### src/rtl/core/hsr_pkg.sv
// ----------------------------------------------------------------------------
// hsr_pkg: shared types and constants of the HSMS session receiver
// Command, operation and event codes, register map, header layout and the
// structs that travel between the front, the queue and the back end.
// ----------------------------------------------------------------------------
package hsr_pkg;

  localparam int TIMER_WIDTH = 16;
  localparam int CFG_TMO_W   = 16;
  localparam int CMP_W       = (TIMER_WIDTH > CFG_TMO_W) ? TIMER_WIDTH : CFG_TMO_W;
  localparam int QUEUE_DEPTH = 2;
  localparam int APB_ADDR_W  = 5;

  localparam logic [2:0] PREFIX_LEN = 3'd4;
  localparam logic [3:0] HDR_LEN    = 4'd10;

  localparam logic [7:0] STYPE_DATA         = 8'd0;
  localparam logic [7:0] STYPE_SELECT_RSP   = 8'd2;
  localparam logic [7:0] STYPE_DESELECT_RSP = 8'd4;
  localparam logic [7:0] STYPE_LINKTEST_RSP = 8'd6;
  localparam logic [7:0] STYPE_SEPARATE     = 8'd9;

  typedef enum logic [1:0] {
    CMD_CONNECT = 2'd0,
    CMD_BYTE    = 2'd1,
    CMD_TICK    = 2'd2,
    CMD_NONE    = 2'd3
  } cmd_code_t;

  typedef enum logic [1:0] {
    OP_CONNECT = 2'd0,
    OP_BYTE    = 2'd1,
    OP_TICK    = 2'd2
  } op_code_t;

  typedef enum logic [2:0] {
    EV_DATA_HDR      = 3'd0,
    EV_PAYLOAD       = 3'd1,
    EV_DISCONNECT    = 3'd2,
    EV_SEND_SELECT   = 3'd3,
    EV_SEND_LINKTEST = 3'd4,
    EV_SELECTED      = 3'd5,
    EV_DESELECTED    = 3'd6
  } event_t;

  typedef enum logic [2:0] {
    REG_OWN_SESSION       = 3'd0,
    REG_SELECT_TIMEOUT    = 3'd1,
    REG_ALIVE_TIMEOUT     = 3'd2,
    REG_LINKTEST_INTERVAL = 3'd3,
    REG_INITIAL_SYSTEM    = 3'd4
  } reg_idx_t;

  typedef struct packed {
    logic [15:0] own_session;
    logic [15:0] select_timeout;
    logic [15:0] alive_timeout;
    logic [15:0] linktest_interval;
    logic [31:0] initial_system;
  } cfg_t;

  typedef struct packed {
    op_code_t   op;
    logic [7:0] data;
  } op_t;

  typedef struct packed {
    event_t      event_res;
    logic [15:0] peer_session;
    logic [6:0]  stream_no;
    logic [7:0]  function_no;
    logic        reply_wanted;
    logic [31:0] system_word;
    logic [7:0]  payload_byte;
    logic        last_of_message;
  } result_t;

  typedef struct packed {
    logic   linked;
    logic   sel_on;
    logic   alive_on;
    logic   res_load;
    event_t res_event;
  } status_t;

endpackage

### src/rtl/core/hsr_intf.sv
// ----------------------------------------------------------------------------
// hsr_intf: word channels of the HSMS session receiver
// Command channel (connect, byte, tick) and event channel, valid/ready.
// ----------------------------------------------------------------------------
interface hsr_cmd_if;
  logic       valid;
  logic       ready;
  logic [1:0] command;
  logic [7:0] data_byte;

  modport source (output valid, command, data_byte, input ready);
  modport sink (input valid, command, data_byte, output ready);
endinterface

interface hsr_evt_if;
  logic        valid;
  logic        ready;
  logic [2:0]  event_res;
  logic [15:0] peer_session;
  logic [6:0]  stream_no;
  logic [7:0]  function_no;
  logic        reply_wanted;
  logic [31:0] system_word;
  logic [7:0]  payload_byte;
  logic        last_of_message;

  modport source (output valid, event_res, peer_session, stream_no, function_no,
                  reply_wanted, system_word, payload_byte, last_of_message,
                  input ready);
  modport sink (input valid, event_res, peer_session, stream_no, function_no,
                reply_wanted, system_word, payload_byte, last_of_message,
                output ready);
endinterface

### src/rtl/core/hsms_session_receiver_unit.sv
// ----------------------------------------------------------------------------
// hsms_session_receiver_unit: host side HSMS session receiver
// Command intake, operation queue, session engine and APB register file.
//
//   channel   dir  word                          handshake
//   cmd       in   command, data_byte            valid/ready
//   evt       out  event_res .. last_of_message  valid/ready
//   apb       in   own_session .. initial_system psel/penable, pready high
//
// One word per cycle sustained while evt.ready holds; the session engine
// retires one queued operation per cycle unless the event register stalls,
// set by its single state update loop. evt.valid rises once an accepted
// command word has passed the intake stage, a queue slot and the event register.
// Connect words are never dropped; command code 3 is dropped at intake.
// Reset is synchronous; the register file returns to its reset values.
// An event stall fills the queue, then drops cmd.ready.
// ----------------------------------------------------------------------------
module hsms_session_receiver_unit
  import hsr_pkg::*;
(
  input  logic                  clk,
  input  logic                  rst,
  hsr_cmd_if.sink               cmd,
  hsr_evt_if.source             evt,
  input  logic                  psel,
  input  logic                  penable,
  input  logic                  pwrite,
  input  logic [APB_ADDR_W-1:0] paddr,
  input  logic [31:0]           pwdata,
  output logic [31:0]           prdata,
  output logic                  pready
);

  cfg_t     cfg;
  reg_idx_t reg_idx;
  logic     wr_en;
  logic     f_valid;
  logic     f_ready;
  op_t      f_op;
  logic     q_valid;
  logic     q_ready;
  op_t      q_op;
  status_t  st;

  assign pready  = 1'b1;
  assign reg_idx = reg_idx_t'(paddr[4:2]);
  assign wr_en   = psel && penable && pwrite && pready;

  always_ff @(posedge clk) begin
    if (rst) begin
      cfg.own_session       <= 16'd0;
      cfg.select_timeout    <= 16'd1000;
      cfg.alive_timeout     <= 16'd3000;
      cfg.linktest_interval <= 16'd1000;
      cfg.initial_system    <= 32'd0;
    end else if (wr_en) begin
      case (reg_idx)
        REG_OWN_SESSION:       cfg.own_session       <= pwdata[15:0];
        REG_SELECT_TIMEOUT:    cfg.select_timeout    <= pwdata[15:0];
        REG_ALIVE_TIMEOUT:     cfg.alive_timeout     <= pwdata[15:0];
        REG_LINKTEST_INTERVAL: cfg.linktest_interval <= pwdata[15:0];
        REG_INITIAL_SYSTEM:    cfg.initial_system    <= pwdata;
        default: ;
      endcase
    end
  end

  always_comb begin
    case (reg_idx)
      REG_OWN_SESSION:       prdata = {16'd0, cfg.own_session};
      REG_SELECT_TIMEOUT:    prdata = {16'd0, cfg.select_timeout};
      REG_ALIVE_TIMEOUT:     prdata = {16'd0, cfg.alive_timeout};
      REG_LINKTEST_INTERVAL: prdata = {16'd0, cfg.linktest_interval};
      REG_INITIAL_SYSTEM:    prdata = cfg.initial_system;
      default:               prdata = 32'd0;
    endcase
  end

  hsr_front u_front (
    .clk     (clk),
    .rst     (rst),
    .cmd     (cmd),
    .f_valid (f_valid),
    .f_ready (f_ready),
    .f_op    (f_op)
  );

  hsr_queue u_queue (
    .clk        (clk),
    .rst        (rst),
    .push_valid (f_valid),
    .push_ready (f_ready),
    .push_op    (f_op),
    .pop_valid  (q_valid),
    .pop_ready  (q_ready),
    .pop_op     (q_op)
  );

  hsr_back u_back (
    .clk     (clk),
    .rst     (rst),
    .cfg     (cfg),
    .q_valid (q_valid),
    .q_ready (q_ready),
    .q_op    (q_op),
    .evt     (evt),
    .status  (st)
  );

  a_timers_exclusive: assert property (@(posedge clk) disable iff (rst)
    !(st.sel_on && st.alive_on))
    else $error("select and alive timers both running");

  a_timers_need_link: assert property (@(posedge clk) disable iff (rst)
    (st.sel_on || st.alive_on) |-> st.linked)
    else $error("timer running while not linked");

  a_disconnect_unlinks: assert property (@(posedge clk) disable iff (rst)
    (st.res_load && st.res_event == EV_DISCONNECT) |=> !st.linked)
    else $error("link still up after disconnect event");

  a_connect_selects: assert property (@(posedge clk) disable iff (rst)
    (st.res_load && st.res_event == EV_SEND_SELECT) |=> (st.linked && st.sel_on))
    else $error("select timer not started after connect");

endmodule

### src/rtl/core/hsr_front.sv
// ----------------------------------------------------------------------------
// hsr_front: command intake
// Accepts command words, decodes them into operations, drops unused codes,
// and holds one operation in a register stage for the queue.
// ----------------------------------------------------------------------------
module hsr_front
  import hsr_pkg::*;
(
  input  logic      clk,
  input  logic      rst,
  hsr_cmd_if.sink   cmd,
  output logic      f_valid,
  input  logic      f_ready,
  output op_t       f_op
);

  op_code_t op_next;
  logic     keep;

  always_comb begin
    cmd.ready = !f_valid || f_ready;
    keep      = 1'b1;
    op_next   = OP_CONNECT;
    case (cmd_code_t'(cmd.command))
      CMD_CONNECT: op_next = OP_CONNECT;
      CMD_BYTE:    op_next = OP_BYTE;
      CMD_TICK:    op_next = OP_TICK;
      default:     keep = 1'b0;
    endcase
  end

  always_ff @(posedge clk) begin
    if (rst) begin
      f_valid <= 1'b0;
    end else if (cmd.ready) begin
      f_valid <= cmd.valid && keep;
    end
    if (cmd.ready && cmd.valid) begin
      f_op.op   <= op_next;
      f_op.data <= cmd.data_byte;
    end
  end

endmodule

### src/rtl/core/hsr_queue.sv
// ----------------------------------------------------------------------------
// hsr_queue: operation queue
// Short FIFO between the command intake and the session engine.
// ----------------------------------------------------------------------------
module hsr_queue
  import hsr_pkg::*;
(
  input  logic clk,
  input  logic rst,
  input  logic push_valid,
  output logic push_ready,
  input  op_t  push_op,
  output logic pop_valid,
  input  logic pop_ready,
  output op_t  pop_op
);

  localparam int QPTR_W = (QUEUE_DEPTH > 1) ? $clog2(QUEUE_DEPTH) : 1;
  localparam int QCNT_W = $clog2(QUEUE_DEPTH + 1);

  op_t               slots [QUEUE_DEPTH];
  logic [QPTR_W-1:0] wr_ptr;
  logic [QPTR_W-1:0] rd_ptr;
  logic [QCNT_W-1:0] count;
  logic              push;
  logic              pop;

  assign push_ready = count != QCNT_W'(QUEUE_DEPTH);
  assign pop_valid  = count != '0;
  assign pop_op     = slots[rd_ptr];
  assign push       = push_valid && push_ready;
  assign pop        = pop_valid && pop_ready;

  always_ff @(posedge clk) begin
    if (rst) begin
      wr_ptr <= '0;
      rd_ptr <= '0;
      count  <= '0;
    end else begin
      if (push) begin
        wr_ptr <= (wr_ptr == QPTR_W'(QUEUE_DEPTH - 1)) ? '0 : wr_ptr + 1'b1;
      end
      if (pop) begin
        rd_ptr <= (rd_ptr == QPTR_W'(QUEUE_DEPTH - 1)) ? '0 : rd_ptr + 1'b1;
      end
      if (push && !pop) begin
        count <= count + 1'b1;
      end else if (pop && !push) begin
        count <= count - 1'b1;
      end
    end
    if (push) begin
      slots[wr_ptr] <= push_op;
    end
  end

endmodule

### src/rtl/core/hsr_back.sv
// ----------------------------------------------------------------------------
// hsr_back: session engine
// Deframes received bytes, decodes headers, runs the select, alive and
// link test timers, and drives the event output register.
// ----------------------------------------------------------------------------
module hsr_back
  import hsr_pkg::*;
(
  input  logic      clk,
  input  logic      rst,
  input  cfg_t      cfg,
  input  logic      q_valid,
  output logic      q_ready,
  input  op_t       q_op,
  hsr_evt_if.source evt,
  output status_t   status
);

  function automatic logic [TIMER_WIDTH-1:0] timer_inc(input logic [TIMER_WIDTH-1:0] t);
    return (t == '1) ? t : t + 1'b1;
  endfunction

  logic                   linked, linked_next;
  logic [31:0]            len_shift, len_shift_next;
  logic [2:0]             pfx_cnt, pfx_cnt_next;
  logic [31:0]            bytes_left, bytes_left_next;
  logic [7:0]             hdr [HDR_LEN];
  logic [3:0]             hdr_cnt, hdr_cnt_next;
  logic                   drop_body, drop_body_next;
  logic                   sel_on, sel_on_next;
  logic [TIMER_WIDTH-1:0] sel_tmr, sel_tmr_next;
  logic                   alive_on, alive_on_next;
  logic [TIMER_WIDTH-1:0] alive_tmr, alive_tmr_next;
  logic [TIMER_WIDTH-1:0] lt_tmr, lt_tmr_next;
  logic [31:0]            sys_cnt, sys_cnt_next;

  logic                   out_valid;
  result_t                res_q;
  result_t                res;
  result_t                hres;
  logic                   res_hit;
  logic                   take;
  logic                   hdr_we;
  logic                   do_disc;
  logic [7:0]             b;
  logic [31:0]            len_cat;
  logic [2:0]             pfx_inc;
  logic [31:0]            bl_dec;
  logic                   bl_zero;
  logic                   hdr_fin;
  logic                   mine;
  logic [31:0]            sys_inc;
  logic [31:0]            init_inc;
  logic [TIMER_WIDTH-1:0] sel_inc, alive_inc, lt_inc;

  assign q_ready = !out_valid || evt.ready;
  assign take    = q_valid && q_ready;

  always_comb begin
    linked_next     = linked;
    len_shift_next  = len_shift;
    pfx_cnt_next    = pfx_cnt;
    bytes_left_next = bytes_left;
    hdr_cnt_next    = hdr_cnt;
    drop_body_next  = drop_body;
    sel_on_next     = sel_on;
    sel_tmr_next    = sel_tmr;
    alive_on_next   = alive_on;
    alive_tmr_next  = alive_tmr;
    lt_tmr_next     = lt_tmr;
    sys_cnt_next    = sys_cnt;
    hdr_we          = 1'b0;
    do_disc         = 1'b0;
    res_hit         = 1'b0;
    res             = '0;

    b         = q_op.data;
    len_cat   = {len_shift[23:0], b};
    pfx_inc   = pfx_cnt + 1'b1;
    bl_dec    = bytes_left - 32'd1;
    bl_zero   = bl_dec == 32'd0;
    hdr_fin   = hdr_cnt == HDR_LEN - 4'd1;
    sys_inc   = sys_cnt + 32'd1;
    init_inc  = cfg.initial_system + 32'd1;
    sel_inc   = timer_inc(sel_tmr);
    alive_inc = timer_inc(alive_tmr);
    lt_inc    = timer_inc(lt_tmr);
    mine      = {hdr[0], hdr[1]} == cfg.own_session;

    hres                 = '0;
    hres.peer_session    = {hdr[0], hdr[1]};
    hres.stream_no       = hdr[2][6:0];
    hres.function_no     = hdr[3];
    hres.reply_wanted    = hdr[2][7];
    hres.system_word     = {hdr[6], hdr[7], hdr[8], hdr_fin ? b : hdr[9]};

    case (q_op.op)
      OP_CONNECT: begin
        linked_next      = 1'b1;
        len_shift_next   = '0;
        pfx_cnt_next     = '0;
        bytes_left_next  = '0;
        drop_body_next   = 1'b0;
        sys_cnt_next     = init_inc;
        sel_on_next      = 1'b1;
        sel_tmr_next     = '0;
        alive_on_next    = 1'b0;
        alive_tmr_next   = '0;
        lt_tmr_next      = '0;
        res_hit          = 1'b1;
        res.event_res    = EV_SEND_SELECT;
        res.peer_session = cfg.own_session;
        res.system_word  = init_inc;
      end
      OP_BYTE: begin
        if (linked) begin
          if (pfx_cnt < PREFIX_LEN) begin
            len_shift_next = len_cat;
            pfx_cnt_next   = pfx_inc;
            if (pfx_inc == PREFIX_LEN) begin
              if (len_cat < 32'(HDR_LEN)) begin
                do_disc = 1'b1;
              end else begin
                bytes_left_next = len_cat;
                drop_body_next  = 1'b0;
                hdr_cnt_next    = '0;
              end
            end
          end else begin
            bytes_left_next = bl_dec;
            if (hdr_cnt != HDR_LEN) begin
              hdr_we       = 1'b1;
              hdr_cnt_next = hdr_cnt + 1'b1;
              if (hdr_fin) begin
                if (hdr[5] == STYPE_DATA) begin
                  drop_body_next = !mine;
                  if (mine) begin
                    res_hit              = 1'b1;
                    res                  = hres;
                    res.event_res        = EV_DATA_HDR;
                    res.last_of_message  = bl_zero;
                  end
                end else begin
                  drop_body_next = 1'b1;
                  if (!mine) begin
                    do_disc = 1'b1;
                  end else begin
                    case (hdr[5])
                      STYPE_SELECT_RSP: begin
                        sel_on_next    = 1'b0;
                        alive_on_next  = 1'b1;
                        alive_tmr_next = '0;
                        res_hit        = 1'b1;
                        res            = hres;
                        res.event_res  = EV_SELECTED;
                      end
                      STYPE_DESELECT_RSP: begin
                        alive_on_next  = 1'b0;
                        sel_on_next    = 1'b1;
                        sel_tmr_next   = '0;
                        res_hit        = 1'b1;
                        res            = hres;
                        res.event_res  = EV_DESELECTED;
                      end
                      STYPE_LINKTEST_RSP: alive_tmr_next = '0;
                      STYPE_SEPARATE:     do_disc = 1'b1;
                      default: ;
                    endcase
                  end
                end
              end
            end else if (!drop_body) begin
              res_hit             = 1'b1;
              res                 = hres;
              res.event_res       = EV_PAYLOAD;
              res.payload_byte    = b;
              res.last_of_message = bl_zero;
            end
            if (bl_zero) begin
              len_shift_next = '0;
              pfx_cnt_next   = '0;
            end
          end
        end
      end
      OP_TICK: begin
        if (linked) begin
          if (sel_on) begin
            sel_tmr_next = sel_inc;
          end
          if (sel_on && (CMP_W'(sel_inc) >= CMP_W'(cfg.select_timeout))) begin
            do_disc = 1'b1;
          end else begin
            if (alive_on) begin
              alive_tmr_next = alive_inc;
            end
            if (alive_on && (CMP_W'(alive_inc) >= CMP_W'(cfg.alive_timeout))) begin
              do_disc = 1'b1;
            end else if (CMP_W'(lt_inc) > CMP_W'(cfg.linktest_interval)) begin
              lt_tmr_next      = '0;
              sys_cnt_next     = sys_inc;
              res_hit          = 1'b1;
              res.event_res    = EV_SEND_LINKTEST;
              res.peer_session = cfg.own_session;
              res.system_word  = sys_inc;
            end else begin
              lt_tmr_next = lt_inc;
            end
          end
        end
      end
      default: ;
    endcase

    if (do_disc) begin
      linked_next     = 1'b0;
      len_shift_next  = '0;
      pfx_cnt_next    = '0;
      bytes_left_next = '0;
      drop_body_next  = 1'b0;
      sel_on_next     = 1'b0;
      alive_on_next   = 1'b0;
      res_hit         = 1'b1;
      res             = '0;
      res.event_res   = EV_DISCONNECT;
    end
  end

  always_ff @(posedge clk) begin
    if (rst) begin
      linked     <= 1'b0;
      len_shift  <= '0;
      pfx_cnt    <= '0;
      bytes_left <= '0;
      hdr_cnt    <= '0;
      drop_body  <= 1'b0;
      sel_on     <= 1'b0;
      sel_tmr    <= '0;
      alive_on   <= 1'b0;
      alive_tmr  <= '0;
      lt_tmr     <= '0;
      sys_cnt    <= '0;
      out_valid  <= 1'b0;
    end else begin
      if (take) begin
        linked     <= linked_next;
        len_shift  <= len_shift_next;
        pfx_cnt    <= pfx_cnt_next;
        bytes_left <= bytes_left_next;
        hdr_cnt    <= hdr_cnt_next;
        drop_body  <= drop_body_next;
        sel_on     <= sel_on_next;
        sel_tmr    <= sel_tmr_next;
        alive_on   <= alive_on_next;
        alive_tmr  <= alive_tmr_next;
        lt_tmr     <= lt_tmr_next;
        sys_cnt    <= sys_cnt_next;
        out_valid  <= res_hit;
      end else if (evt.ready) begin
        out_valid <= 1'b0;
      end
    end
    if (take && hdr_we) begin
      hdr[hdr_cnt] <= b;
    end
    if (take && res_hit) begin
      res_q <= res;
    end
  end

  assign evt.valid           = out_valid;
  assign evt.event_res       = res_q.event_res;
  assign evt.peer_session    = res_q.peer_session;
  assign evt.stream_no       = res_q.stream_no;
  assign evt.function_no     = res_q.function_no;
  assign evt.reply_wanted    = res_q.reply_wanted;
  assign evt.system_word     = res_q.system_word;
  assign evt.payload_byte    = res_q.payload_byte;
  assign evt.last_of_message = res_q.last_of_message;

  assign status.linked    = linked;
  assign status.sel_on    = sel_on;
  assign status.alive_on  = alive_on;
  assign status.res_load  = take && res_hit;
  assign status.res_event = res.event_res;

endmodule
### src/flat_wrapper.sv
// flat-port wrapper written by rule: the top's interface ports become plain ports
module hsms_session_receiver_unit_flat import hsr_pkg::*;
  (clk, rst, psel, penable, pwrite, paddr, pwdata, prdata, pready, cmd_valid, cmd_command, cmd_data_byte, cmd_ready, evt_valid, evt_event_res, evt_peer_session, evt_stream_no, evt_function_no, evt_reply_wanted, evt_system_word, evt_payload_byte, evt_last_of_message, evt_ready);
  hsr_cmd_if cmd_i ();
  hsr_evt_if evt_i ();
  input  logic clk;
  input  logic rst;
  input  logic psel;
  input  logic penable;
  input  logic pwrite;
  input  logic [APB_ADDR_W-1:0] paddr;
  input  logic [31:0] pwdata;
  output logic [31:0] prdata;
  output logic pready;
  input wire logic [$bits(cmd_i.valid)-1:0] cmd_valid;
  input wire logic [$bits(cmd_i.command)-1:0] cmd_command;
  input wire logic [$bits(cmd_i.data_byte)-1:0] cmd_data_byte;
  output wire logic [$bits(cmd_i.ready)-1:0] cmd_ready;
  output wire logic [$bits(evt_i.valid)-1:0] evt_valid;
  output wire logic [$bits(evt_i.event_res)-1:0] evt_event_res;
  output wire logic [$bits(evt_i.peer_session)-1:0] evt_peer_session;
  output wire logic [$bits(evt_i.stream_no)-1:0] evt_stream_no;
  output wire logic [$bits(evt_i.function_no)-1:0] evt_function_no;
  output wire logic [$bits(evt_i.reply_wanted)-1:0] evt_reply_wanted;
  output wire logic [$bits(evt_i.system_word)-1:0] evt_system_word;
  output wire logic [$bits(evt_i.payload_byte)-1:0] evt_payload_byte;
  output wire logic [$bits(evt_i.last_of_message)-1:0] evt_last_of_message;
  input wire logic [$bits(evt_i.ready)-1:0] evt_ready;
  assign cmd_i.valid = cmd_valid;
  assign cmd_i.command = cmd_command;
  assign cmd_i.data_byte = cmd_data_byte;
  assign cmd_ready = cmd_i.ready;
  assign evt_valid = evt_i.valid;
  assign evt_event_res = evt_i.event_res;
  assign evt_peer_session = evt_i.peer_session;
  assign evt_stream_no = evt_i.stream_no;
  assign evt_function_no = evt_i.function_no;
  assign evt_reply_wanted = evt_i.reply_wanted;
  assign evt_system_word = evt_i.system_word;
  assign evt_payload_byte = evt_i.payload_byte;
  assign evt_last_of_message = evt_i.last_of_message;
  assign evt_i.ready = evt_ready;
  hsms_session_receiver_unit u_core (.clk(clk), .rst(rst), .cmd(cmd_i), .evt(evt_i), .psel(psel), .penable(penable), .pwrite(pwrite), .paddr(paddr), .pwdata(pwdata), .prdata(prdata), .pready(pready));
endmodule
### config.mk
export PLATFORM = sky130hd
export DESIGN_NAME = hsms_session_receiver_unit_flat
export DESIGN_NICKNAME = d
export VERILOG_FILES = /design/src/rtl/core/hsr_pkg.sv /design/src/rtl/core/hsr_intf.sv /design/src/rtl/core/hsms_session_receiver_unit.sv /design/src/rtl/core/hsr_front.sv /design/src/rtl/core/hsr_queue.sv /design/src/rtl/core/hsr_back.sv /design/src/flat_wrapper.sv
export SDC_FILE = /design/constraint.sdc
export NUM_CORES = 1
export LEC_CHECK = 0
export ABC_CLOCK_PERIOD_IN_PS = 15700
export BUFFER_PORTS_ARGS = -buffer_cell sky130_fd_sc_hd__buf_4
export CAP_MARGIN = 20
export CORE_ASPECT_RATIO = 2
export CORE_MARGIN = 1
export CORE_UTILIZATION = 60
export DETAILED_ROUTE_END_ITERATION = 12
export HOLD_SLACK_MARGIN = 0.12
export PLACE_DENSITY_LB_ADDON = 0.3
export SETUP_SLACK_MARGIN = 0.3
export SYNTH_ARGS = -nofsm -noshare
export SYNTH_HDL_FRONTEND = slang
export SYNTH_SLANG_ARGS = --single-unit
### constraint.sdc
create_clock -name clk -period 15.7 [get_ports clk]
set_input_delay 3.14 -clock clk [delete_from_list [all_inputs] [get_ports clk]]
set_output_delay 3.14 -clock clk [all_outputs]
set_load 0.05 [all_outputs]
# ---- After elaboration in Yosys (flattened, before gate mapping)
# Memories as Yosys holds them, arrays and structs flattened. A register that Yosys moved wholly into a read port is not among the register bits.
# Index checks and enable logic that the tools add are counted.
dict set report totals {
  wordCells 302
  memories 2
  ram_bits 100
  input_bits 54
  reg_bits 335
}
# memory depth word_bits rd rd_ports_with_merged_regs wr line_no
set memory_table {}
lappend memory_table {u_core.u_back.hdr 10 8 9 0 1 hsr_back.sv:27} ;# logic [7:0] hdr [HDR_LEN];
lappend memory_table {u_core.u_queue.slots 2 10 1 1 1 hsr_queue.sv:21} ;# op_t slots [QUEUE_DEPTH];
dict set report classes {
  n_mux 150
  order_cmp 5
  reduce_logical 51
  n_eq_ne 48
  addsub 12
  bitwise_logic 2
}
# op count
set op_table {}
lappend op_table {{2-to-1 mux 76 bit} 6}
lappend op_table {{2-to-1 mux 16 bit} 26}
lappend op_table {{2-to-1 mux 32 bit} 13}
lappend op_table {{case mux 32 bit (5 select lines)} 1}
lappend op_table {{case mux 76 bit (2 select lines)} 1}
lappend op_table {{case mux 32 bit (2 select lines)} 2}
lappend op_table {{2-to-1 mux 24 bit} 4}
lappend op_table {{case mux 16 bit (3 select lines)} 2}
lappend op_table {{case mux 32 bit (3 select lines)} 1}
lappend op_table {{2-to-1 mux 19 bit} 4}
lappend op_table {{2-to-1 mux 74 bit} 1}
lappend op_table {{2-to-1 mux 73 bit} 1}
lappend op_table {{2-to-1 mux 1 bit} 65}
lappend op_table {{adder 32 x 1 -> 32 bit, second input constant} 2}
lappend op_table {{case mux 19 bit (3 select lines)} 1}
lappend op_table {{adder 16 x 1 -> 16 bit, second input constant} 3}
lappend op_table {{equality test 16 bit, second input constant} 3}
lappend op_table {{case mux 24 bit (2 select lines)} 1}
lappend op_table {{greater-or-equal comparator 16 bit} 2}
lappend op_table {{logical NOT 32 bit} 1}
lappend op_table {{< comparator 32 x 4 -> 1 bit, second input constant} 1}
lappend op_table {{case mux 16 bit (2 select lines)} 1}
lappend op_table {{subtractor 32 x 1 -> 32 bit, second input constant} 1}
lappend op_table {{inequality test 2 bit, second input constant} 15}
lappend op_table {{other kinds (49)} 110}

# ---- Logic depth before layout (Yosys ltp)
# Gate-level depths: netlist (run 1).
# An unclocked memory read counts as a cell.
dict set report depth {
  word_depth 13
  ltp_mapped 20
  depth_no_buf 16
}

# ---- By module
# A second synthesis (run 1) with hierarchy kept.
dict set report unflattened {
  cells_unflattened 2419
  hier_area_um2 23012.1
}
# module n_inst cells_each seq_area_each_um2 area_each_um2
set modules_own_cells {}
lappend modules_own_cells {hsr_back 1 1859 7407.1 17032.6}
lappend modules_own_cells {hsms_session_receiver_unit 1 488 1921.8 4665.7}
lappend modules_own_cells {hsr_queue 1 55 700.7 940.9}
lappend modules_own_cells {hsr_front 1 17 320.3 372.9}

# ---- Worst setup path before layout (run 1)
# OpenSTA, ideal clock, no wires.
dict set report synth_timing {
  kind {input to register}
  startpoint {input port evt_ready}
  endpoint {register u_core.u_back.res_q (netlist bit u_core.u_back.evt.event_res[0]), enable pin}
  setup_slack_ns 7.483
  t_arrival_ns 7.682
  required_time_ns 15.165
  stages 6
  setup_ns 0.535
  path_cell_list {nor2b_1 -> nor2_1 -> clkinv_1 -> clkbuf_1 -> clkbuf_1 -> a21oi_1}
}
dict set report synth_between {
  elab_chain_len 3
}
# item line_no
set synth_lines {}
lappend synth_lines {{start: declaration} flat_wrapper.sv:28} ;# input wire logic [$bits(evt_i.ready)-1:0] evt_ready;
lappend synth_lines {{logical OR 1 bit} hsr_back.sv:56} ;# assign q_ready = !out_valid || evt.ready;
lappend synth_lines {{logical AND 1 bit} hsr_back.sv:57} ;# assign take = q_valid && q_ready;
lappend synth_lines {{logical AND 1 bit} -}
lappend synth_lines {{end signal: assignment} hsr_back.sv:267} ;# res_q <= res;
lappend synth_lines {{end: declaration} hsr_back.sv:38} ;# result_t res_q;
# Every way passes these cells.
# A chain may end at the register's enable or synchronous reset.

# ---- Worst setup path in the final report (run 1)
dict set report layout_timing {
  startpoint {input port paddr[3]}
  endpoint {output port prdata[6]}
}
dict set report layout_between {
  elab_chain_len 2
  word_cells_on_any_way 6
  cone_classes {4 x eq/ne; 1 x mux; 1 x reduce/logical}
}
# item line_no
set layout_lines {}
lappend layout_lines {{start: declaration} flat_wrapper.sv:11} ;# input logic [APB_ADDR_W-1:0] paddr;
lappend layout_lines {{equality test 3 bit (tied with other cells)} hsms_session_receiver_unit.sv:69} ;# case (reg_idx)
lappend layout_lines {{case mux 32 bit (5 select lines) (*)} hsms_session_receiver_unit.sv:69}
lappend layout_lines {{end: declaration} flat_wrapper.sv:13} ;# output logic [31:0] prdata;
# Every way passes the cells marked *; elsewhere a longest branch is shown, timed or not.

==> impl_results.md, run 1 <==
- Placed Area: 23500 sq um
- Root Buffer: clkbuf_16
- Die Span X: 138 um
- Resize count post-CTS: 0
- Number of CTS-inserted buffers: 39
- PwrDens: 106 nW/um^2
- Met2 usage: 67.9%
- Post-synth ARST share: 0%
- Setup CP Type: in2out
- Final Hold Vio Count: 0
- Drt pass-1 iters: 6
- Htree depth: 2
- Design Area, Final: 24900 sq um
- Max-Cap Viols: 0
- DR WL/cell: 25.1 um
- Synth Warn #: 0
- Drt via density: 6.65
- R2r setup slk: 9.49 ns
- Largest area contributor in the netlist: edfxtp_1
- P&R area growth vs syn: 12.6%
- Vias in the first global route: 19400
- DRT Wirelength: 75700 um
- First-pass GRT wire length: 112000 um
- Syn Area/Cell: 9.02 sq um
- Max IR drop VDD: 93.6 uV
- GR peak layer: met2
- Slew @ Worst Pin: 1.40 ns
- Post-synth net total: 2570
- Crit. End Element: primary output
- Sink Count: 428
- Netlist cell types: 83
- Remaining Overflow, GRT: 0
- Synthesis-stage register bit count: 428
- Reg2Reg Depth: 15
- # rows: 99
- Peak Freq: 116 MHz
- Crit path max fanout: 21
- GRT Total Usage: 40.4%
- Max-slew violation count: 0
- Cells after synthesis: 2449
- Post-DP HPWL: 53700 um
- Hold WS: 0.444 ns
- Post-layout power: 2.65 mW
- Final ANT Viol Nets: 0
- Die Span Y: 273 um
- RSZ-0062 raised after global routing: no
- Worst Path Arrival: 5.46 ns
- DR vias: 20000
- Skew final: 0.0141 ns
- Post-CTS setup buffer count: 0
- Placeable Area: 36400 sq um
- Slowest-stage cell, CP: nor3b_2
- Outcome: finished, final reports clean
- Max stage delay on crit path: 0.86 ns
- Dpl ws: 7.32 ns
- Post-synth EDFFs: 178
- Rel. slew slack: 6.77%
- Later-pin clock latency in the skew report: 0.56 ns
- Synthesized area: 22100 sq um
- Sequential area share after synthesis: 46.8%
- Initial antenna violation count: 1
- Buffers on Ports: 161
- Hold Crit Class: reg2reg
- DRC viols: 0
- Global Route met3 Usage: 10.9%
- Post-CTS Hold Buffers: 0
- Clock-pin slew on the worst setup and hold paths: 0.06 ns
- Leak pwr: 9.04 nW
- I/O pin total: 165
- Antenna cells: 0
- CP Launch Type: primary input
- CTS tree: built
- CP most frequent cell: buf_4
- CTS Buffer Depth: 3
- Synth area leaders: edfxtp_1 (24%), dfxtp_1 (23%), nand2_1 (5.9%)
- Share of cells above drive strength 1: 11.3%
- Initial core utilization: 60.7%
- Final GP Congestion: 1.01
- Synth Flop Type: dfxtp_1
- Crit path cell chain: buf_4, nor3b_2, buf_4, nand2_1, o21ai_0, a221o_1, buf_4
- Met1 GRT Util: 37.2%
- Largest net degree at the start of global routing: 61
- Final Cycle Share: 54.8%
- Critical path required time: 12.56 ns
- Proportion of netlist area held by the largest area contributor: 24.2%
- Worst hold path stage count: 0
- Final nets: 2647
- Setup TNS Final: 0 ns
- Final setup viols: 0
- Min Tclk post-route: 8.60 ns
- Die Area: 37600 sq um
- Final worst slack: 7.10 ns
- Initial DRC count: 1685
[final timing paths]
path / to / startpoint
max: prdata[6] / paddr[3]
min: u_core.u_queue.slots[1][8]$_DFFE_PP_ / u_core.u_front.f_op[8]$_DFFE_PP_
max reg2reg: u_core.u_back.evt.stream_no[0]$_SDFFCE_PP0P_ / u_core.u_back.alive_tmr[0]$_SDFFE_PP0P_
min reg2reg: u_core.u_queue.slots[1][8]$_DFFE_PP_ / u_core.u_front.f_op[8]$_DFFE_PP_
[sequential cells by signal, indices dropped and copies added (netlist names), 2 cells and up, named ones only]
name,count
u_core.u_back.evt.payload_byte,8
u_core.u_back.evt.stream_no,7
u_core.u_back.sel_tmr,16
u_core.u_back.evt.function_no,8
u_core.u_back.sys_cnt,32
u_core.u_queue.count,2
u_core.u_back.hdr,72
u_core.u_back.evt.system_word,32
u_core.u_back.len_shift,24
u_core.u_queue.slots,20
u_core.cfg,96
u_core.u_back.bytes_left,32
u_core.u_back.alive_tmr,16
u_core.u_back.evt.peer_session,16
u_core.u_back.lt_tmr,16
u_core.u_back.hdr_cnt,4
u_core.u_back.evt.event_res,3
u_core.u_back.pfx_cnt,3
u_core.u_front.f_op,10
[layout by cell type, fill, tap and decap left out, drive strengths merged, types with 54 or more instances in the layout]
master and count:
clkbuf 54, edfxtp 178, buf 196, nor2 182, nand2 350, xnor2 74, and2 54, a21oi 201
ha 67, nand3 88, o21ai 106, nor3 60, dfxtp 250, inv 99
[per-layer routing]
layer | up-vias | wire (um)
met5 | - | 9
met4 | 2 | 9370
met3 | 456 | 6650
met2 | 1137 | 36900
met1 | 9420 | 22700
li1 | 9018 | -
[cell usage after synthesis (all sizes together), types with 54 or more instances]
| cell type | number |
|---|---|
| nand2 | 350 |
| dfxtp | 250 |
| ha | 67 |
| xnor2 | 74 |
| edfxtp | 178 |
| nor2 | 182 |
| inv | 98 |
| and2 | 54 |
| o21ai | 106 |
| nor3 | 60 |
| a21oi | 201 |
| nand3 | 88 |
| clkbuf | 140 |
[critical path: cells and delay by family]
kind | cells | cell delay (ns)
simple gates | 2 | 0.95
buf+inv | 3 | 0.91
compound gates | 2 | 0.44
[per-stage QoR]
stage / instances / util [%]
2_1_floorplan: 2449 / -
3_3_place_gp: 2934 / 64.6
3_5_place_dp: 2935 / 64.7
4_1_cts: 3007 / 68.2
5_1_grt: 3011 / 68.3
6_report: 3011 / 68.3
[logic make-up (layout without fill, tap and decap cells)]
family	count (synthesis)	count (layout)	synth area share, %
muxes	46	46	2.12
xor gates and xnor gates	116	116	4.60
AOI/OAI and AO/OA	592	592	17.8
buffers and inverters	260	368	4.61
DFF	428	428	46.8
and+or+nand+nor	939	939	20.3
adders and majority gates	67	67	3.79
other	1	1	0.0170
[final cells by class]
type                       count  area (sq um)
fill                        2904         11500
tap                          454           568
clock inverter                18           183
inverter                     100           375
clock buffer                  54          1090
sequential                   428         10300
multi-input combinational   1761         10800
timing repair buffer         196          1520
[power by group]
group,internal [mW],total (mW),switching [mW]
Combinational,0.112,0.445,0.334
Sequential,1.20,1.23,0.0285
Clock,0.542,0.974,0.432
No activity file was read; power rests on OpenSTA's default activity.
==> run 2: changes to the inputs <==
Settings changed: ABC_AREA set to 1, ABC_CLOCK_PERIOD_IN_PS 15700 to 7150, CORE_UTILIZATION 60 to 55.
Clock period 15.7 ns to 7.15 ns, I/O delays scaled along.
==> run 2 against run 1 <==
Against the previous run:
- area after synthesis rose by 6.1%
- sequential power rose to 2.6 times the previous value
- sequential cell count did not move
- setup slack got worse by 5.6 ns
- register-to-register slack got worse by 8.0 ns
- die area rose by 16%
- cell area rose by 5.7%
- synthesized cell count rose by 29%
- clock power rose by 130%
- clock skew rose by 0.014 ns
- critical path type is now reg2reg
==> impl_results.md, run 2 <==
- Cells after synthesis: 3151 (+29%)
- RSZ-0062 raised after global routing: no
- Post-synth ARST share: 0% (unchanged)
- Post-synth net total: 3272 (+27%)
- Crit path max fanout: 79 (+280%)
- Resize count post-CTS: 0 (unchanged)
- GRT Total Usage: 37.0% (-3.4 points)
- Worst Path Arrival: 6.08 ns (+0.62 ns)
- Share of cells above drive strength 1: 9.74% (-1.6 points)
- Hold WS: 0.446 ns (+0.00230 ns)
- Later-pin clock latency in the skew report: 0.57 ns (about the same)
- DRT Wirelength: 80600 um (+6.5%)
- Number of flip-flops in the largest register: 96 (unchanged)
- Number of CTS-inserted buffers: 40 (+2.6%)
- Post-CTS Hold Buffers: 0 (unchanged)
- Initial antenna violation count: 0 (-1)
- Sink Count: 428 (unchanged)
- Rel. slew slack: 25.7% (+19 points)
- Most common cell after layout, fill and taps aside: nand2_1
- Netlist cell types: 56 (-33%)
- Root Buffer: clkbuf_16
- Synth Warn #: 0 (unchanged)
- First-pass GRT wire length: 121000 um (+8.2%)
- Largest Register: u_core.cfg
- Reg2Reg Depth: 27 (+12)
- Synthesized area: 23400 sq um (+6.1%)
- CP Launch Type: register
- Max IR drop VDD: 447 uV (+380%)
- Sequential area share after synthesis: 44.1% (-2.7 points)
- Critical path required time: 7.60 ns (-4.96 ns)
- Die Area: 43500 sq um (+16%)
- Slew @ Worst Pin: 1.11 ns (-0.284 ns)
- Worst hold path stage count: 0 (unchanged)
- DR WL/cell: 21.1 um (-16%)
- Vias in the first global route: 21800 (+12%)
- Crit. End Element: register
- Leak pwr: 10.7 nW (+19%)
- Placeable Area: 41900 sq um (+15%)
- Largest net degree at the start of global routing: 89 (+46%)
- Drt via density: 5.89 (-12%)
- Post-layout power: 9.22 mW (+250%)
- Proportion of netlist area held by the largest area contributor: 22.8% (-1.4 points)
- Outcome: finished, final reports clean
- Final ANT Viol Nets: 0 (unchanged)
- Most common cell in the netlist: nand2_1
- Mux share of post-synthesis cell area: 0% (-2.1 points)
- Slowest-stage cell, CP: nand3_2
- Final GP Congestion: 1.04 (+2.8%)
- Die Span Y: 294 um (+7.5%)
- CTS tree: built
- Buffers on Ports: 161 (unchanged)
- I/O pin total: 165 (unchanged)
- Adder-Cell Fraction of Synth Area: 3.58% (-0.22 points)
- CTS Buffer Depth: 3 (unchanged)
- Regs by FF count: u_core.cfg (96), u_core.u_back.hdr (72)
- DR vias: 22500 (+12%)
- Max stage delay on crit path: 0.69 ns (-0.17 ns)
- Final Cycle Share: 78.8%
- Synth Area in Simple Gates: 28.0% (+7.8 points)
- Initial DRC count: 1818 (+7.9%)
- Initial core utilization: 55.9% (-4.7 points)
- Syn Area/Cell: 7.44 sq um (-18%)
- Post-DP HPWL: 59900 um (+12%)
- Max-Cap Viols: 0 (unchanged)
- # rows: 106 (+7.1%)
- Synth area leaders: edfxtp_1 (23%), dfxtp_1 (21%), nand2_1 (11%)
- Peak Freq: 177 MHz
- Setup TNS Final: 0 ns (unchanged)
- PwrDens: 350 nW/um^2 (+230%)
- Compound-cell area share of the yosys netlist: 13.1% (-4.7 points)
- Most frequent cells in the layout: nand2_1 (698), nor2_1 (457), inv_1 (329), dfxtp_1 (249), o21ai_0 (205)
- Main combinational cell family by area after synthesis: simple AND/OR/NAND/NOR gates
- CP most frequent cell: nand2_1
- Clock-pin slew on the worst setup and hold paths: 0.07 ns (about the same)
- Synthesis-stage register bit count: 428 (unchanged)
- P&R area growth vs syn: 12.2%
- Drt pass-1 iters: 6 (unchanged)
- Antenna cells: 0 (unchanged)
- Htree depth: 2 (unchanged)
- Final nets: 3374 (+27%)
- Max-slew violation count: 0 (unchanged)
- Final setup viols: 0 (unchanged)
- Post-synth EDFFs: 178 (unchanged)
- Die Span X: 148 um (+7.5%)
- Xor/xnor share of the synthesized area: 3.03% (-1.6 points)
- Hold Crit Class: reg2reg
- Synth Flop Type: dfxtp_1
- Largest area contributor in the netlist: edfxtp_1
- Final Hold Vio Count: 0 (unchanged)
- DRC viols: 0 (unchanged)
- Commonest cells in the netlist: nand2_1 (698), nor2_1 (457), inv_1 (330), dfxtp_1 (250), o21ai_0 (205)
- Skew final: 0.0278 ns (+0.0137 ns)
- Min Tclk post-route: 5.63 ns
- Post-CTS setup buffer count: 0 (unchanged)
- Setup CP Type: reg2reg
- Remaining Overflow, GRT: 0 (unchanged)
## run 2: path summary, 6_finish.rpt
path	from	to	slack, ns
max	u_core.u_back.sel_tmr[0]$_SDFFE_PP0P_	u_core.u_back.bytes_left[2]$_SDFFE_PP0P_	1.52
min	u_core.u_front.f_op[6]$_DFFE_PP_	u_core.u_queue.slots[0][6]$_DFFE_PP_	0.45
max reg2reg	u_core.u_back.sel_tmr[0]$_SDFFE_PP0P_	u_core.u_back.bytes_left[2]$_SDFFE_PP0P_	1.52
min reg2reg	u_core.u_front.f_op[6]$_DFFE_PP_	u_core.u_queue.slots[0][6]$_DFFE_PP_	0.45
## run 2: metal layers
metal	up-vias	global-route usage [%]	part of all wire [%]
met3	378	4.43	6.0
met5	-	0	0
met2	1060	67.5	51
met4	0	34.2	11
li1	10700	-	-
met1	10400	35.6	32
## run 2: kinds of logic (layout without fill, tap and decap cells)
logic type | count (synthesis) | after routing
flip-flops | 428 | 428
XOR/XNOR | 81 | 81
other | 1 | 1
buffers and inverters | 475 | 609
AND/OR/NAND/NOR | 1547 | 1547
AO/OA/AOI/OAI | 552 | 552
adder cells (fa/ha/maj) | 67 | 67
## run 2: report_power, final
part,internal [mW],switching [mW],leakage [nW]
Clock,1.27,0.993,0.650
Sequential,2.88,0.282,3.65
Combinational,0.975,2.82,6.42
Total,5.12,4.10,10.7
## run 2: area by class of cell
cell class	count	area, sq um
multi-input combinational	2248	11200
fill	3820	15600
inverter	345	1300
clock inverter	22	269
tap	540	676
clock buffer	52	1090
timing repair buffer	190	1420
sequential	428	10400
## run 2: critical path, delay by kind of cell, from the launching register on
kind	cells	cell delay (ns)
fa+ha+maj	2	0.51
buf+inv	3	0.64
flops	1	0.41
simple gates	22	3.89
## run 2: through the flow
step / utilization, % / setup slack, ns / instances / cell area [sq um]
floorplan: - / 2.51 / 3151 / 23400
global placement: 59.4 / 1.81 / 3744 / 24900
detailed placement: 59.5 / 1.66 / 3747 / 24900
CTS: 62.7 / 1.60 / 3821 / 26300
global route: 62.8 / 1.06 / 3825 / 26300
finish: 62.8 / 1.52 / 3825 / 26300
==> run 3: changes to the inputs <==
Settings changed: ABC_AREA 1 to 0, ABC_CLOCK_PERIOD_IN_PS 7150 to 5000.
Clock period 7.15 ns to 5 ns, I/O delays scaled along.
==> run 3 against run 2 <==
Against the previous run:
- cell area fell by 0.47%
- hold slack improved by 0.0053 ns
- via count fell by 9.8%
- register-to-register slack got worse by 1.4 ns
- core utilization rose by 3.4 points
- power fell by 4.3%
- routed wire length fell by 4.0%
- non-clock buffer count rose by 78
- sequential cell count did not move
- sequential share of layout area rose by 0.33 points
==> impl_results.md, run 3 (same netlist as run 1, synthesis figures left out) <==
- Post-layout power: 8.82 mW (-4.3%)
- Clock-pin slew on the worst setup and hold paths: 0.06 ns (about the same)
- Drt via density: 6.43 (+9.3%)
- Max-Cap Viols: 0 (unchanged)
- Post-DP HPWL: 55200 um (-7.9%)
- Setup CP Type: reg2reg
- Most frequent cells in the layout: nand2_1 (348), buf_4 (247), dfxtp_1 (234), a21oi_1 (199), nor2_1 (179)
- # rows: 103 (-2.8%)
- Post-Layout Cell Count: 3158 (-17%)
- Skew final: 0.0330 ns (+0.00522 ns)
- Largest net degree at the start of global routing: 93 (+4.5%)
- Initial antenna violation count: 0 (unchanged)
- Buffers on Ports: 161 (unchanged)
- Critical path required time: 5.34 ns (-2.26 ns)
- Final nets: 2721 (-19%)
- Htree depth: 2 (unchanged)
- Peak Freq: 205 MHz (+16%)
- Worst min-delay path startpoint: u_core.u_front.f_op[5]$_DFFE_PP_
- Hold WS: 0.452 ns (+0.00528 ns)
- DR vias: 20300 (-9.8%)
- Regs by FF count: u_core.cfg (96), u_core.u_back.hdr (72)
- Post-CTS Hold Buffers: 0 (unchanged)
- CTS tree: built
- Reg2Reg Depth: 17 (-37%)
- Sink Count: 428 (unchanged)
- Number of CTS-inserted buffers: 41 (+2.5%)
- Vias in the first global route: 19900 (-8.9%)
- Crit path max fanout: 6 (-92%)
- Remaining Overflow, GRT: 0 (unchanged)
- Number of flip-flops in the largest register: 96 (unchanged)
- First-pass GRT wire length: 113000 um (-6.5%)
- Die Area: 41000 sq um (-5.7%)
- Rel. slew slack: 26.5% (+0.78 points)
- Outcome: finished, final reports clean
- RSZ-0062 raised after global routing: yes
- Final Hold Vio Count: 0 (unchanged)
- GRT Total Usage: 37.1% (+0.13 points)
- I/O pin total: 165 (unchanged)
- Final ANT Viol Nets: 0 (unchanged)
- Final Cycle Share: 97.4% (+19 points)
- Final GP Congestion: 1.01 (-2.8%)
- Placeable Area: 39600 sq um (-5.6%)
- DR WL/cell: 24.5 um (+16%)
- Crit Reg-Reg Startpoint: u_core.u_back.alive_tmr[4]$_SDFFE_PP0P_
- Final setup viols: 0 (unchanged)
- Hold Crit Class: reg2reg
- Min Tclk post-route: 4.87 ns (-0.762 ns)
- Most common cell after layout, fill and taps aside: nand2_1
- Worst Path Arrival: 5.21 ns (-0.87 ns)
- WHS Endpoint: u_core.u_queue.slots[1][5]$_DFFE_PP_
- PwrDens: 337 nW/um^2 (-3.9%)
- P&R area growth vs syn: 18.5%
- Share of cells above drive strength 1: 16.1% (+6.4 points)
- Drt pass-1 iters: 7 (+1)
- Later-pin clock latency in the skew report: 0.58 ns (about the same)
- Post-placement cell count: 3051 (-19%)
- Crit. End Element: register
- DRT Wirelength: 77400 um (-4.0%)
- CTS Buffer Depth: 3 (unchanged)
- Worst hold path stage count: 0 (unchanged)
- DRC viols: 0 (unchanged)
- CP Launch Type: register
- Max IR drop VDD: 339 uV (-24%)
- Max-slew violation count: 0 (unchanged)
- Die Span Y: 285 um (-2.9%)
- Largest Register: u_core.cfg
- Initial core utilization: 55.8% (-0.10 points)
- Root Buffer: clkbuf_16
- Die Span X: 144 um (-2.9%)
- Leak pwr: 9.66 nW (-9.9%)
- Reg-to-Reg End: u_core.u_back.evt.system_word[19]$_SDFFCE_PN0P_
- Initial DRC count: 1941 (+6.8%)
- Antenna cells: 0 (unchanged)
- R2r setup slk: 0.13 ns (-1.39 ns)
- Slew @ Worst Pin: 1.10 ns (-0.0154 ns)
## run 3: layout make-up
type                    instances  area (sq um)
clock buffers                  48          1090
clock inverters                28           388
fillers                      3182         13400
inverters                     100           375
multi-input cells            1761         11000
flip-flops and latches        428         10400
well taps                     525           657
repair buffers                268          2250
## run 3: how the worst max path moves through the flow
stage                                                  startpoint                                              end  slack (ns)  depth (start not counted)
final                     u_core.u_back.alive_tmr[4]$_SDFFE_PP0P_  u_core.u_back.evt.system_word[19]$_SDFFCE_PN0P_        0.13                         17
after global routing      u_core.u_back.alive_tmr[6]$_SDFFE_PP0P_            u_core.u_back.sys_cnt[9]$_SDFFE_PP0P_        0.02                         18
after CTS                 u_core.u_back.alive_tmr[1]$_SDFFE_PP0P_  u_core.u_back.evt.system_word[19]$_SDFFCE_PN0P_        0.29                         19
after detailed placement    u_core.u_back.sel_tmr[3]$_SDFFE_PP0P_  u_core.u_back.evt.peer_session[6]$_SDFFCE_PN0P_      -0.001                         16
after global placement      u_core.u_back.sel_tmr[3]$_SDFFE_PP0P_          u_core.u_back.len_shift[3]$_SDFFE_PP0P_        0.12                         18
after floorplan           u_core.u_back.alive_tmr[1]$_SDFFE_PP0P_     u_core.u_back.evt.event_res[0]$_SDFFCE_PN0P_       -0.07                         15
## run 3: power by group
part | internal [mW] | switching [mW] | total, mW
clock network | 2.00 | 1.45 | 3.46
registers | 3.77 | 0.0891 | 3.86
logic | 0.424 | 1.08 | 1.51
total | 6.20 | 2.63 | 8.82
## run 3: stage by stage
stage                     instance area, sq um   TNS, ns  util, %  worst slack (ns)
after floorplan                          22200     -5.69        -           -0.0748
after global placement                   24100         0     61.0             0.115
after detailed placement                 24100  -0.00265     61.0          -0.00145
after CTS                                25700         0     64.8             0.286
after global routing                     26200         0     66.2            0.0170
final                                    26200         0     66.2             0.128
## run 3: worst max-delay path, cell delays in order (launching register included)
cell      delay [ns]
dfxtp_4         0.37
nand3_1         0.11
or4_4           0.55
or3_4           0.45
nand4_1         0.16
xnor2_2         0.14
ha_1            0.31
nand2_1         0.06
or4_4           0.50
a311oi_4        0.36
nor4_4          0.15
nand2_1         0.11
buf_6           0.14
nor2_4          0.05
buf_12          0.14
a222oi_1        0.78
buf_4           0.23
nor2_1          0.04
## run 3: metal layers
metal	up-vias	GRT usage [%]	part of all wire (%)
li1	9164	-	-
met1	9622	35.4	31
met2	1105	64.4	49
met3	418	6.46	7.1
met4	0	38.3	13
met5	-	0	0
## run 3: timing repair
| item | 4_1_cts | 5_1_grt |
|---|---|---|
| gates cloned | 0 | 4 |
| pin swaps | 2 | 28 |
| buffers inserted | 1 | 25 |
| setup endpoints to repair | 236 | 251 |
| gates resized for setup | 8 | 74 |
